<file path="config.mk">
export PLATFORM = sky130hd
export DESIGN_NAME = ssnf_run_ser_flat
export DESIGN_NICKNAME = d
export VERILOG_FILES = /design/src/rtl/ssnf_pkg.sv /design/src/rtl/ssnf_ifs.sv /design/src/rtl/ssnf_run_ser.sv /design/src/flat_wrapper.sv
export SDC_FILE = /design/constraint.sdc
export NUM_CORES = 1
export LEC_CHECK = 0
export BUFFER_PORTS_ARGS = -buffer_cell sky130_fd_sc_hd__clkbuf_2
export CAP_MARGIN = 5
export CORE_MARGIN = 2
export CORE_UTILIZATION = 45
export DETAILED_ROUTE_END_ITERATION = 7
export PLACE_DENSITY = 0.72
export SLEW_MARGIN = 20
export SYNTH_ARGS = -nofsm -noshare
export SYNTH_HDL_FRONTEND = slang
export SYNTH_SLANG_ARGS = --single-unit
</file>
<file path="constraint.sdc">
create_clock -name clk -period 11.6 [get_ports clk]
set_clock_uncertainty 0.1 [all_clocks]
set_input_delay 0.58 -clock clk [delete_from_list [all_inputs] [get_ports clk]]
set_output_delay 0.58 -clock clk [all_outputs]
set_load 0.03 [all_outputs]
</file>
<file path="src/rtl/ssnf_pkg.sv">
// Shared types, constants and the segment table for the seven-segment number frame.
package ssnf_pkg;

	localparam int SLOT_MAX = 8;
	localparam int RUN_LEN  = 34;
	localparam int IDX_W    = 6;

	localparam logic [7:0]  CMD_FIXED_ADDR = 8'h44;
	localparam logic [7:0]  CMD_DISPLAY_ON = 8'h8F;
	localparam logic [7:0]  ADDR_BASE      = 8'hC0;
	localparam logic [31:0] RECIP_TEN      = 32'hCCCC_CCCD;
	localparam logic [IDX_W-1:0] LAST_IDX  = IDX_W'(RUN_LEN - 1);
	localparam logic [IDX_W-1:0] FIRST_IDX = '0;

	typedef logic [SLOT_MAX-1:0][7:0] codes_t;
	typedef logic [IDX_W-1:0] idx_t;

	typedef struct packed {
		logic        valid;
		logic [31:0] value;
		codes_t      codes;
	} stage_t;

	function automatic logic [7:0] seg_code(input logic [3:0] digit);
		logic [7:0] code;
		unique case (digit)
			4'd0: code = 8'h3f;
			4'd1: code = 8'h06;
			4'd2: code = 8'h5b;
			4'd3: code = 8'h4f;
			4'd4: code = 8'h66;
			4'd5: code = 8'h6d;
			4'd6: code = 8'h7d;
			4'd7: code = 8'h07;
			4'd8: code = 8'h7f;
			4'd9: code = 8'h6f;
			default: code = 8'h00;
		endcase
		return code;
	endfunction

endpackage

</file>
<file path="src/rtl/ssnf_ifs.sv">


interface ssnf_cmd_if;
	logic       valid;
	logic       ready;
	logic [7:0] command_byte;
	logic       select_start;
	logic       select_end;
	logic       last_of_run;

	modport source (output valid, output command_byte, output select_start,
		output select_end, output last_of_run, input ready);
	modport sink (input valid, input command_byte, input select_start,
		input select_end, input last_of_run, output ready);
endinterface

</file>
<file path="src/rtl/ssnf_run_ser.sv">
// Run serializer: hold one frame of codes and step through the 34 command bytes.
module ssnf_run_ser
	import ssnf_pkg::*;
(
	input  logic clk,
	input  logic arst_n,
	input  stage_t d,
	output logic take,
	ssnf_cmd_if.source command
);

	logic       busy_q;
	idx_t       idx_q;
	codes_t     codes_q;
	logic       fire;
	logic       at_last;
	idx_t       pair_idx;
	logic [3:0] pos;

	assign fire    = command.valid && command.ready;
	assign at_last = (idx_q == LAST_IDX);
	// Load a new frame when empty or as the closing byte leaves.
	assign take    = d.valid && (!busy_q || (fire && at_last));

	always_ff @(posedge clk or negedge arst_n) begin
		if (!arst_n) begin
			busy_q <= 1'b0;
			idx_q  <= FIRST_IDX;
		end else if (take) begin
			busy_q <= 1'b1;
			idx_q  <= FIRST_IDX;
		end else if (fire) begin
			if (at_last) begin
				busy_q <= 1'b0;
			end else begin
				idx_q <= idx_q + 1'b1;
			end
		end
	end

	always_ff @(posedge clk) begin
		if (take) begin
			codes_q <= d.codes;
		end
	end

	assign pair_idx = idx_q - 1'b1;
	assign pos      = pair_idx[4:1];

	assign command.valid = busy_q;

	always_comb begin
		priority if (idx_q == FIRST_IDX) begin
			command.command_byte = CMD_FIXED_ADDR;
			command.select_start = 1'b1;
			command.select_end   = 1'b1;
			command.last_of_run  = 1'b0;
		end else if (at_last) begin
			command.command_byte = CMD_DISPLAY_ON;
			command.select_start = 1'b1;
			command.select_end   = 1'b1;
			command.last_of_run  = 1'b1;
		end else if (!pair_idx[0]) begin
			command.command_byte = ADDR_BASE | {4'b0000, pos};
			command.select_start = 1'b1;
			command.select_end   = 1'b0;
			command.last_of_run  = 1'b0;
		end else begin
			command.command_byte = pos[0] ? 8'h00 : codes_q[pos[3:1]];
			command.select_start = 1'b0;
			command.select_end   = 1'b1;
			command.last_of_run  = 1'b0;
		end
	end

endmodule

</file>
<file path="src/flat_wrapper.sv">
// flat-port wrapper written by rule: the top's interface ports become plain ports
module ssnf_run_ser_flat import ssnf_pkg::*;
  (clk, arst_n, d, take, command_valid, command_command_byte, command_select_start, command_select_end, command_last_of_run, command_ready);
  ssnf_cmd_if command_i ();
  input  logic clk;
  input  logic arst_n;
  input  stage_t d;
  output logic take;
  output wire logic [$bits(command_i.valid)-1:0] command_valid;
  output wire logic [$bits(command_i.command_byte)-1:0] command_command_byte;
  output wire logic [$bits(command_i.select_start)-1:0] command_select_start;
  output wire logic [$bits(command_i.select_end)-1:0] command_select_end;
  output wire logic [$bits(command_i.last_of_run)-1:0] command_last_of_run;
  input wire logic [$bits(command_i.ready)-1:0] command_ready;
  assign command_valid = command_i.valid;
  assign command_command_byte = command_i.command_byte;
  assign command_select_start = command_i.select_start;
  assign command_select_end = command_i.select_end;
  assign command_last_of_run = command_i.last_of_run;
  assign command_i.ready = command_ready;
  ssnf_run_ser u_core (.clk(clk), .arst_n(arst_n), .d(d), .take(take), .command(command_i));
endmodule
</file>
# After elaboration in Yosys (flattened, before gate mapping)

Index checks and enable logic that the tools add are counted.

Add/subtract/negate cells: 2
Order comparisons: 1
Eq/ne operators: 2
Multiplexer cells: 20
Reductions and logical operators: 10

Operator list:

| operator                                                   | number |
|---|---|
| two-way mux 8 bit                                          | 5 |
| binary-select mux 8 bit (select 3 bit)                     | 1 |
| two-way mux 6 bit                                          | 3 |
| two-way mux 1 bit                                          | 11 |
| adder 6 x 1 -> 6 bit, second input constant                | 1 |
| equality test 6 bit, second input constant                 | 1 |
| logical NOT 6 bit                                          | 1 |
| subtractor 5 x 1 -> 5 bit, second input constant           | 1 |
| less-than comparator 3 x 4 -> 1 bit, second input constant | 1 |
| AND reduction 2 bit                                        | 2 |
| nonzero test 2 bit                                         | 2 |
| logical AND 1 bit                                          | 3 |
| inequality test 2 bit, second input constant               | 1 |
| logical NOT 1 bit                                          | 1 |
| logical OR 1 bit                                           | 1 |

Flip-flop bits (word level): 71
Bits of input ports: 100
Output and inout port bits: 13

# Logic depth before layout (Yosys ltp)

Gate-level depths: netlist of the first run.

Depth in word-level cells: 7
Gate-level depth with buffers: 10

# Least setup slack after synthesis of the first run

No wires, ideal clock.

Kind: register -> output
Start point: reg u_core.idx_q[3]
End point: out take
Arrival time: 4.893 ns
Required time: 10.920 ns
Path slack: 6.027 ns
Stages on the path, launching flop included: 7
Path buffers: 1
Cells stage by stage: dfrtp_1 > buf_6 > or3_4 > or2_4 > inv_1 > a21boi_0 > nor2b_1

Word-level cells in the longest chain between the ends: 4

RTL lines:

| what                     | RTL line           | RTL |
|---|---|---|
| start: declaration       | ssnf_run_ser.sv:13 | `idx_t idx_q;` |
| start signal: assignment | ssnf_run_ser.sv:36 | `idx_q <= idx_q + 1'b1;` |
| equality test 6 bit      | ssnf_run_ser.sv:21 | `assign at_last = (idx_q == LAST_IDX);` |
| logical AND 1 bit        | ssnf_run_ser.sv:23 | `assign take = d.valid && (!busy_q \|\| (fire && at_last));` |
| logical OR 1 bit         | ssnf_run_ser.sv:23 |  |
| logical AND 1 bit        | ssnf_run_ser.sv:23 |  |
| end: declaration         | flat_wrapper.sv:8  | `output logic take;` |

No other way between the ends.

# Final worst setup path of the first run

Start point: reg u_core.idx_q[0]
End point: out command_command_byte[3]

Word-level cells in the longest chain between the ends: 7
Elaborated cells on any way between the ends: 9
Those cells by class: 1 x add/sub; 1 x eq/ne; 6 x mux; 1 x reduce/logical

RTL lines:

| what                                    | RTL line           | RTL |
|---|---|---|
| subtractor 5 x 1 -> 5 bit               | ssnf_run_ser.sv:47 | `assign pair_idx = idx_q - 1'b1;` |
| binary-select mux 8 bit (select 3 bit)  | ssnf_run_ser.sv:69 | `command.command_byte = pos[0] ? 8'h00 : codes_q[pos[3:1]];` |
| two-way mux 8 bit (not written as such) | ssnf_run_ser.sv:69 |  |
| two-way mux 8 bit                       | ssnf_run_ser.sv:69 |  |
| two-way mux 8 bit                       | ssnf_run_ser.sv:63 | `end else if (!pair_idx[0]) begin` |
| two-way mux 8 bit                       | ssnf_run_ser.sv:58 | `end else if (at_last) begin` |
| two-way mux 8 bit *                     | ssnf_run_ser.sv:53 | `priority if (idx_q == FIRST_IDX) begin` |
| end: declaration                        | flat_wrapper.sv:10 | `output wire logic [$bits(command_i.command_byte)-1:0] command_command_byte;` |

Every way passes the cells marked *; elsewhere a longest branch is shown, timed or not. The select of a mux whose other input is x is not followed.

==> impl_metrics.env, run 1 <==
export IMPL_dr_total_vias=2488
export IMPL_area_delta_synth_final_pct=18.75
export IMPL_avgSynthCellArea_um2=13.84
export IMPL_crit_path_cell_trace="inv_1 -> ha_1 -> buf_4 -> or3b_1 -> xnor2_2 -> o31ai_1 -> nor4_1 -> a2111oi_1 -> clkbuf_2"
export IMPL_drt_first_pass_iters=5
export IMPL_status="completed"
export IMPL_antenna_found_initial=0
export IMPL_wl_per_cell_um=16.92
export IMPL_die_area_mm2=0.008757
export IMPL_syn_inst=261
export IMPL_drt_total_wl_um=7531
export IMPL_cts_resized=0
export IMPL_yosysSeqAreaShare=0.5807
export IMPL_track_usage=0.1797
export IMPL_finalCritPeriodShare=0.4154
export IMPL_cts_root_buffer="clkbuf_8"
export IMPL_pwr_density_cell_mw_per_mm2=238.4
export IMPL_setup_worst_path_class="reg2out"
export IMPL_p_leak_nw=1.637
export IMPL_grt_overflow=0
export IMPL_core_area_mm2=0.007767
export IMPL_pin_count=113
export IMPL_holdWs_ns=0.3100
export IMPL_synth_flop_cell="edfxtp_1"
export IMPL_antenna_left=0
export IMPL_cpPeakStageDelay_ns=0.61
export IMPL_instances_no_fill=445
export IMPL_maxCapViolCount=0
export IMPL_grt_pass1_vias=2474
export IMPL_fillers=661
export IMPL_ys_top_cells_by_count="edfxtp_1 (64), mux2i_1 (25), a21oi_1 (13)"
export IMPL_ys_types=49
export IMPL_hold_viol_final=0
export IMPL_crit_slowest_cell="dfrtp_1"
export IMPL_grt_pass1_wl_um=12000
export IMPL_drive_gt1_frac=0.3673
export IMPL_die_width_um=93.58
export IMPL_cts_made_buffers=9
export IMPL_drcViolationCount=0
export IMPL_slew_violations=0
export IMPL_arrival_ns=4.14
export IMPL_insertedDiodeCount=0
export IMPL_grt_max_degree=69
export IMPL_yosys_area_top_type="edfxtp_1"
export IMPL_min_period_ns=4.819
export IMPL_clkLatencyLatePin_ns=0.34
export IMPL_critPathLaunchType="register"
export IMPL_cts_setup_buffers=0
export IMPL_endpoint_kind="primary output"
export IMPL_yosysMostFrequentCell="edfxtp_1"
export IMPL_timing_fmax_ghz=0.2075
export IMPL_core_rowCount=32
export IMPL_syn_area_mm2=0.003611
export IMPL_final_nets=442
export IMPL_cts_tree="done"
export IMPL_htreeDepth=3
export IMPL_ys_ff_latch=71
export IMPL_timing_setup_tns_ns=0
export IMPL_routed_via_density=5.591
export IMPL_drtIter0Drc=216
export IMPL_ys_async_sr_fraction=0.09859
export IMPL_synth_top_area_share=0.5322
export IMPL_numPortBuffers=80
export IMPL_synth_edf_count=64
export IMPL_clkSinkCount=71
export IMPL_relSlewSlack=0.4408
export IMPL_vdd_drop_max_mv=0.09836
export IMPL_cts_path_max_buffers=2
export IMPL_clkTransAtPathRegs_ns=0.08
export IMPL_crit_path_max_fanout=16
export IMPL_initial_core_util=0.4649
export IMPL_dp_hpwl_um=5231
export IMPL_multi_input_area_mm2=0.001388
export IMPL_required_ns=10.92
export IMPL_setup_viol=0
export IMPL_syn_num_nets=365
export IMPL_rsz0062_at_grt="false"
export IMPL_synth_area_top_cells="edfxtp_1 (53%), mux2i_1 (6.9%), dfrtp_1 (4.9%)"
export IMPL_place_congestion=0.8807
export IMPL_hold_path_class="in2reg"
export IMPL_dp_cells=428
export IMPL_die_h_um=93.58
export IMPL_ctsHoldBuffers=1
export IMPL_seqCellArea_mm2=0.002097
export IMPL_max_slew_worst_pin_slew_ns=0.8389
export IMPL_ys_warn_count=0
worst paths after layout:
kind / cells after the start / to / from / slack [ns]
worst max-delay path: 9 / command_command_byte[3] / u_core.idx_q[0] / 6.78
worst min-delay path: 1 / u_core.codes_q[17] / d[17] / 0.31
worst max register to register: 7 / u_core.codes_q[27] / u_core.idx_q[4] / 8.61
worst min register to register: 2 / u_core.idx_q[5] / u_core.idx_q[5] / 0.52
max in group asynchronous: 2 / u_core.idx_q[4] / arst_n / 10.73
min in group asynchronous: 2 / u_core.idx_q[0] / arst_n / 0.50
layer usage:
metal  part of all wire  wire length [um]  up-vias  track usage
met5                  0                 0        -            0
met4              0.016               123        0      0.06763
met1               0.42              3183     1216       0.2288
met2               0.52              3883       73       0.3028
met3              0.045               340        9      0.03787
li1                   -                 -     1190            -
cell families after synthesis:
kind of cell,share of synthesized area
flops,0.5807
compound gates,0.1369
simple gates,0.06654
mux,0.1410
buf+inv,0.03707
xor+xnor,0.02391
fa+ha+maj,0.01386
layout by cell type, fill, tap and decap left out, types with 3 or more instances in the layout:
cell type and n:
a2111oi_0 4, a2111oi_1 3, a211oi_1 5, a21oi_1 13
a221oi_1 11, a22o_1 7, buf_4 4, clkbuf_2 80
clkbuf_8 9, dfrtp_1 7, edfxtp_1 64, ha_1 4
inv_1 6, mux2_2 9, mux2i_1 25, mux4_2 7
nand2_1 10, nand3_1 4, nor2_1 10, nor3_1 6
o21ai_0 12, o31ai_1 3, or2_2 3, xnor2_1 3
stage by stage:
stage | setup WS (ns) | area, um2 | util | total power, mW
after detailed placement | 7.122 | 4065 | 0.5234 | 0.8168
after global placement | 7.152 | 4065 | 0.5234 | 0.8065
after floorplan | 6.027 | 3611 | - | 0.7131
after global routing | 6.492 | 4288 | 0.5520 | 1.085
final | 6.781 | 4288 | 0.5520 | 1.022
after CTS | 6.742 | 4288 | 0.5520 | 1.030
critical path: cells and delay by family (launching register included):
family,cells,cell delay [ns]
AOI/OAI and AO/OA,2,0.76
buffers and inverters,3,0.88
and+or+nand+nor,2,0.67
DFF,1,0.61
xor gates and xnor gates,1,0.28
adders and majority gates,1,0.59
state kept, by name, indices dropped and copies added, names as in the netlist:
register	cells
u_core.idx_q	6
u_core.codes_q	64
u_core.command.valid	1
layout make-up:
type | instances | share of cell area
Sequential cell | 71 | 0.4891
Multi-Input combinational cell | 165 | 0.3236
Timing Repair Buffer | 85 | 0.1027
Clock buffer | 10 | 0.02976
Tap cell | 102 | 0.02976
Clock inverter | 6 | 0.01984
Inverter | 6 | 0.005252
report_power, final:
group	leakage [nW]	switching, mW	internal [mW]
clock	0.102	0.0924	0.120
sequential	0.658	0.0218	0.291
combinational	0.877	0.293	0.203
total	1.64	0.407	0.615
(Power assumes the default switching activity.)
==> inputs of run 2 (changes only) <==
Clock period 11.6 ns to 5.02 ns, I/O delays scaled along.
==> impl_metrics.env, run 2 (synthesis results as in run 1) <==
export IMPL_topRoutingLayerUsed="met4"
export IMPL_place_congestion=0.8595
export IMPL_dp_hpwl_um=5252
export IMPL_drt_total_wl_um=8718
export IMPL_clkLatencyLatePin_ns=0.34
export IMPL_drive_gt1_frac=0.3054
export IMPL_p_sw_frac=0.4146
export IMPL_dp_cells=428
export IMPL_r2r_start="u_core.idx_q[4]"
export IMPL_antenna_found_initial=0
export IMPL_seqCellArea_mm2=0.002098
export IMPL_pwr_density_cell_mw_per_mm2=470.6
export IMPL_cts_made_buffers=9
export IMPL_die_h_um=93.58
export IMPL_final_nets=506
export IMPL_wl_met1_um=3346
export IMPL_endpoint_kind="primary output"
export IMPL_place_ws_ns=1.097
export IMPL_status="completed"
export IMPL_required_ns=4.67
export IMPL_final_cell_mix="clkbuf_2 (80), dlygate4sd3_1 (65), edfxtp_1 (64)"
export IMPL_seqPwrFrac=0.340
export IMPL_cts_setup_buffers=0
export IMPL_drtIter0Drc=212
export IMPL_rsz0062_at_grt="false"
export IMPL_crit_path_max_fanout=16
export IMPL_wl_per_cell_um=17.16
export IMPL_core_rowCount=32
export IMPL_hold_viol_final=0
export IMPL_drcViolationCount=0
export IMPL_arrival_ns=3.96
export IMPL_hold_path_class="in2reg"
export IMPL_vdd_drop_max_mv=0.2756
export IMPL_whs_endpoint="u_core.command.valid"
export IMPL_die_width_um=93.58
export IMPL_multi_input_area_mm2=0.001388
export IMPL_top_register="u_core.codes_q"
export IMPL_max_slew_worst_pin_slew_ns=0.7575
export IMPL_setup_worst_path_class="reg2out"
export IMPL_finalCritPeriodShare=0.8579
export IMPL_track_usage=0.2133
export IMPL_antenna_left=0
export IMPL_r2r_end="u_core.codes_q[6]"
export IMPL_setup_viol=0
export IMPL_hold_depth=2
export IMPL_p_int_mw=1.342
export IMPL_rr_worst_depth=7
export IMPL_instances_no_fill=508
export IMPL_maxCapViolCount=0
export IMPL_cts_root_buffer="clkbuf_8"
export IMPL_ctsHoldBuffers=65
export IMPL_p_switching_mw=0.9502
export IMPL_ff2ff_setup_slack_ns=1.66
export IMPL_final_common_cell="clkbuf_2"
export IMPL_largest_register_ffs=64
export IMPL_grt_max_degree=35
export IMPL_wl_met2_um=4759
export IMPL_min_period_ns=4.306
export IMPL_clkSinkCount=71
export IMPL_timing_setup_tns_ns=0
export IMPL_grt_overflow=0
export IMPL_area_delta_synth_final_pct=34.86
export IMPL_critPathLaunchType="register"
export IMPL_initial_core_util=0.4649
export IMPL_core_area_mm2=0.007767
export IMPL_worstHoldStart="d[96]"
export IMPL_htreeDepth=3
export IMPL_fillers=608
export IMPL_grt_pass1_wl_um=14080
export IMPL_insertedDiodeCount=0
export IMPL_cts_tree="done"
export IMPL_cts_resized=0
export IMPL_numPortBuffers=80
export IMPL_routed_via_density=5.504
export IMPL_dr_wl_met3_um=395
export IMPL_dr_total_vias=2796
export IMPL_slew_violations=0
export IMPL_drt_first_pass_iters=5
export IMPL_p_comb_frac=0.497
export IMPL_pin_count=113
export IMPL_final_util=0.6269
export IMPL_cts_path_max_buffers=2
export IMPL_timing_fmax_ghz=0.2322
export IMPL_p_leak_nw=1.879
export IMPL_relSlewSlack=0.4950
export IMPL_pwr_share_clk=0.163
export IMPL_fin_ws_ns=0.7135
export IMPL_grt_pass1_vias=2959
export IMPL_die_area_mm2=0.008757
export IMPL_clkTransAtPathRegs_ns=0.07
[run 2: cell count changes in the layout (fill, tap and decap cells not counted)]
cell	before	now
clkinvlp_4	2	1
dfrtp_1	7	6
clkbuf_1	1	0
clkinv_1	0	3
bufinv_16	2	0
dfrtp_2	0	1
dlygate4sd3_1	1	65
[run 2: worst max-delay path: stages, from the launching register on]
cell       delay [ns]
dfrtp_1          0.60
inv_1            0.26
ha_1             0.68
or3b_1           0.62
xnor2_2          0.27
o31ai_1          0.31
nor4_1           0.10
a2111oi_1        0.48
clkbuf_2         0.29
[run 2: per-layer routing]
layer,up-vias,GRT usage
li1,1317,-
met1,1363,0.2480
met2,96,0.3789
met3,20,0.04593
met4,0,0.09300
met5,-,0
[run 2: cell type report]
cell class                 count  share of cell area
sequential                    71              0.4309
clock buffer                   9             0.02544
clock inverter                 6            0.005910
tap                          102             0.02621
inverter                       6            0.004625
multi-input combinational    165              0.2849
timing repair buffer         149              0.2220
[run 2: metrics by stage]
step / hold slack, ns / total power, mW / cell area (um2)
finish: 0.05686 / 2.292 / 4870
global route: 0.05211 / 2.427 / 4870
CTS: 0.04615 / 2.296 / 4868
detailed placement: 0.007543 / 1.879 / 4065
global placement: -0.004251 / 1.865 / 4065
floorplan: -0.1446 / 1.647 / 3613
[run 2: how the worst max path moves through the flow]
stage                          from                 endpoint  slack (ns)
finish              u_core.idx_q[0]  command_command_byte[3]        0.71
global route        u_core.idx_q[0]  command_command_byte[3]        0.33
CTS                 u_core.idx_q[0]  command_command_byte[3]        0.71
detailed placement  u_core.idx_q[0]  command_command_byte[3]        1.10
global placement    u_core.idx_q[0]  command_command_byte[3]        1.13
floorplan           u_core.idx_q[3]        u_core.codes_q[0]        0.94
[run 2: power by group through the flow]
stage	combinational, mW	sequential (mW)	clock (mW)
2_1_floorplan	0.939	0.708	0
3_3_place_gp	1.08	0.789	0
3_5_place_dp	1.09	0.789	0
4_1_cts	1.14	0.777	0.381
5_1_grt	1.23	0.789	0.406
6_report	1.14	0.780	0.374
==> inputs of run 3 (changes only) <==
Settings changed: CORE_UTILIZATION 45 to 51, PLACE_DENSITY 0.72 to 0.8, SETUP_SLACK_MARGIN set to 0.5.
Clock period 5.02 ns to 4.1 ns, I/O delays scaled along.
==> impl_metrics.env, run 3 (synthesis results as in run 1) <==
export IMPL_cts_tree="done"
export IMPL_top_register="u_core.codes_q"
export IMPL_cts_made_buffers=9
export IMPL_finalCritPeriodShare=0.8363
export IMPL_place_congestion=0.8884
export IMPL_crit_path_max_fanout=15
export IMPL_drive_gt1_frac=0.3205
export IMPL_seqPwrFrac=0.284
export IMPL_required_ns=3.80
export IMPL_final_util=0.7372
export IMPL_p_leak_nw=1.964
export IMPL_relSlewSlack=0.5322
export IMPL_dp_hpwl_um=5294
export IMPL_endpoint_kind="primary output"
export IMPL_dr_wl_met3_um=413
export IMPL_rsz0062_at_grt="true"
export IMPL_p_switching_mw=1.200
export IMPL_maxCapViolCount=0
export IMPL_clkLatencyLatePin_ns=0.36
export IMPL_cts_root_buffer="clkbuf_8"
export IMPL_insertedDiodeCount=0
export IMPL_r2r_end="u_core.codes_q[7]"
export IMPL_grt_overflow=0
export IMPL_wl_met2_um=4769
export IMPL_p_sw_frac=0.3894
export IMPL_rr_worst_depth=6
export IMPL_status="completed"
export IMPL_setup_worst_path_class="reg2out"
export IMPL_drtIter0Drc=223
export IMPL_htreeDepth=3
export IMPL_drt_first_pass_iters=5
export IMPL_final_nets=514
export IMPL_critPathLaunchType="register"
export IMPL_dr_total_vias=2855
export IMPL_r2r_start="u_core.idx_q[3]"
export IMPL_routed_via_density=5.587
export IMPL_antenna_left=0
export IMPL_min_period_ns=3.429
export IMPL_p_int_mw=1.882
export IMPL_timing_fmax_ghz=0.2917
export IMPL_timing_setup_tns_ns=0
export IMPL_setup_viol=0
export IMPL_track_usage=0.2545
export IMPL_topRoutingLayerUsed="met4"
export IMPL_place_ws_ns=0.9574
export IMPL_p_comb_frac=0.498
export IMPL_wl_met1_um=3620
export IMPL_largest_register_ffs=64
export IMPL_max_slew_worst_pin_slew_ns=0.7002
export IMPL_hold_viol_final=0
export IMPL_die_h_um=88.15
export IMPL_wl_per_cell_um=17.70
export IMPL_fin_ws_ns=0.6713
export IMPL_slew_violations=0
export IMPL_pwr_density_cell_mw_per_mm2=612.1
export IMPL_grt_max_degree=34
export IMPL_grt_pass1_vias=2935
export IMPL_arrival_ns=3.12
export IMPL_ff2ff_setup_slack_ns=0.95
export IMPL_die_width_um=88.15
export IMPL_area_delta_synth_final_pct=39.47
export IMPL_pwr_share_clk=0.218
export IMPL_numPortBuffers=80
export IMPL_worstHoldStart="command_ready"
export IMPL_drt_total_wl_um=9047
export IMPL_cp_startpoint="u_core.idx_q[1]"
export IMPL_core_rowCount=30
export IMPL_drcViolationCount=0
export IMPL_final_cell_mix="clkbuf_2 (80), dlygate4sd3_1 (66), edfxtp_1 (64)"
export IMPL_clkSinkCount=71
export IMPL_crit_end="command_command_byte[1]"
export IMPL_pin_count=113
export IMPL_holdWs_ns=0.1037
export IMPL_cts_path_max_buffers=2
export IMPL_initial_core_util=0.5286
export IMPL_grt_pass1_wl_um=14480
export IMPL_vdd_drop_max_mv=0.3294
export IMPL_antenna_found_initial=0
export IMPL_final_common_cell="clkbuf_2"
export IMPL_die_area_mm2=0.007770
export IMPL_hold_path_class="in2reg"
export IMPL_clkTransAtPathRegs_ns=0.08
export IMPL_core_area_mm2=0.006832
-- run 3: changes by cell type in the layout (fill, tap and decap cells not counted), sizes merged --
cell	previous run	this run
buf	4	11
bufinv	0	3
clkinv	5	4
dlygate4sd3	65	66
inv	6	5
-- run 3: worst max-delay path, stage by stage (launching register included) --
cell       delay, ns
dfrtp_1         0.49
inv_1           0.18
ha_1            0.22
and2_1          0.54
a221oi_1        0.18
a211oi_1        0.31
a2111oi_1       0.10
a2111oi_1       0.46
clkbuf_2        0.28
-- run 3: power by group through the flow --
| stage | clock [mW] | sequential (mW) | combinational (mW) |
|---|---|---|---|
| 3_5_place_dp | 0 | 0.890 | 1.42 |
| 2_1_floorplan | 0 | 0.866 | 1.15 |
| 6_report | 0.672 | 0.877 | 1.53 |
| 3_3_place_gp | 0 | 0.888 | 1.40 |
| 5_1_grt | 0.714 | 0.880 | 1.66 |
| 4_1_cts | 0.670 | 0.875 | 1.49 |
-- run 3: per-layer routing --
layer,up-vias,global-route usage
met5,-,0
met3,24,0.04807
met4,0,0.1074
met1,1377,0.3182
met2,119,0.4360
li1,1335,-
-- run 3: worst min-delay path by stage --
| stage | end | slack, ns | depth (start not counted) |
|---|---|---|---|
| 2_1_floorplan | u_core.command.valid | -0.19 | 0 |
| 3_3_place_gp | u_core.idx_q[0] | -0.05 | 1 |
| 3_5_place_dp | u_core.idx_q[0] | -0.05 | 1 |
| 4_1_cts | u_core.idx_q[2] | 0.09 | 3 |
| 5_1_grt | u_core.idx_q[2] | 0.12 | 3 |
| 6_report | u_core.idx_q[2] | 0.10 | 3 |
-- run 3: final cells by class --
cell class	count	area, um2
Inverter	6	26.28
Clock buffer	9	123.9
Sequential cell	71	2097
Clock inverter	7	111.4
Tap cell	96	120.1
Fill cell	462	1795
Multi-Input combinational cell	165	1389
Timing Repair Buffer	157	1169
-- run 3: metrics by stage --
step	power [mW]	instances	instance area, um2
3_5_place_dp	2.313	428	4115
3_3_place_gp	2.288	428	4115
4_1_cts	3.032	510	5011
5_1_grt	3.252	511	5036
2_1_floorplan	2.017	261	3618
6_report	3.083	511	5036
-- run 3: timing repair --
action | in CTS | in global routing
resized for setup | 0 | 2
hold endpoints to repair | 72 | 0
setup buffers | 0 | 1
endpoints found under the setup margin | 0 | 3
hold buffers | 66 | 0
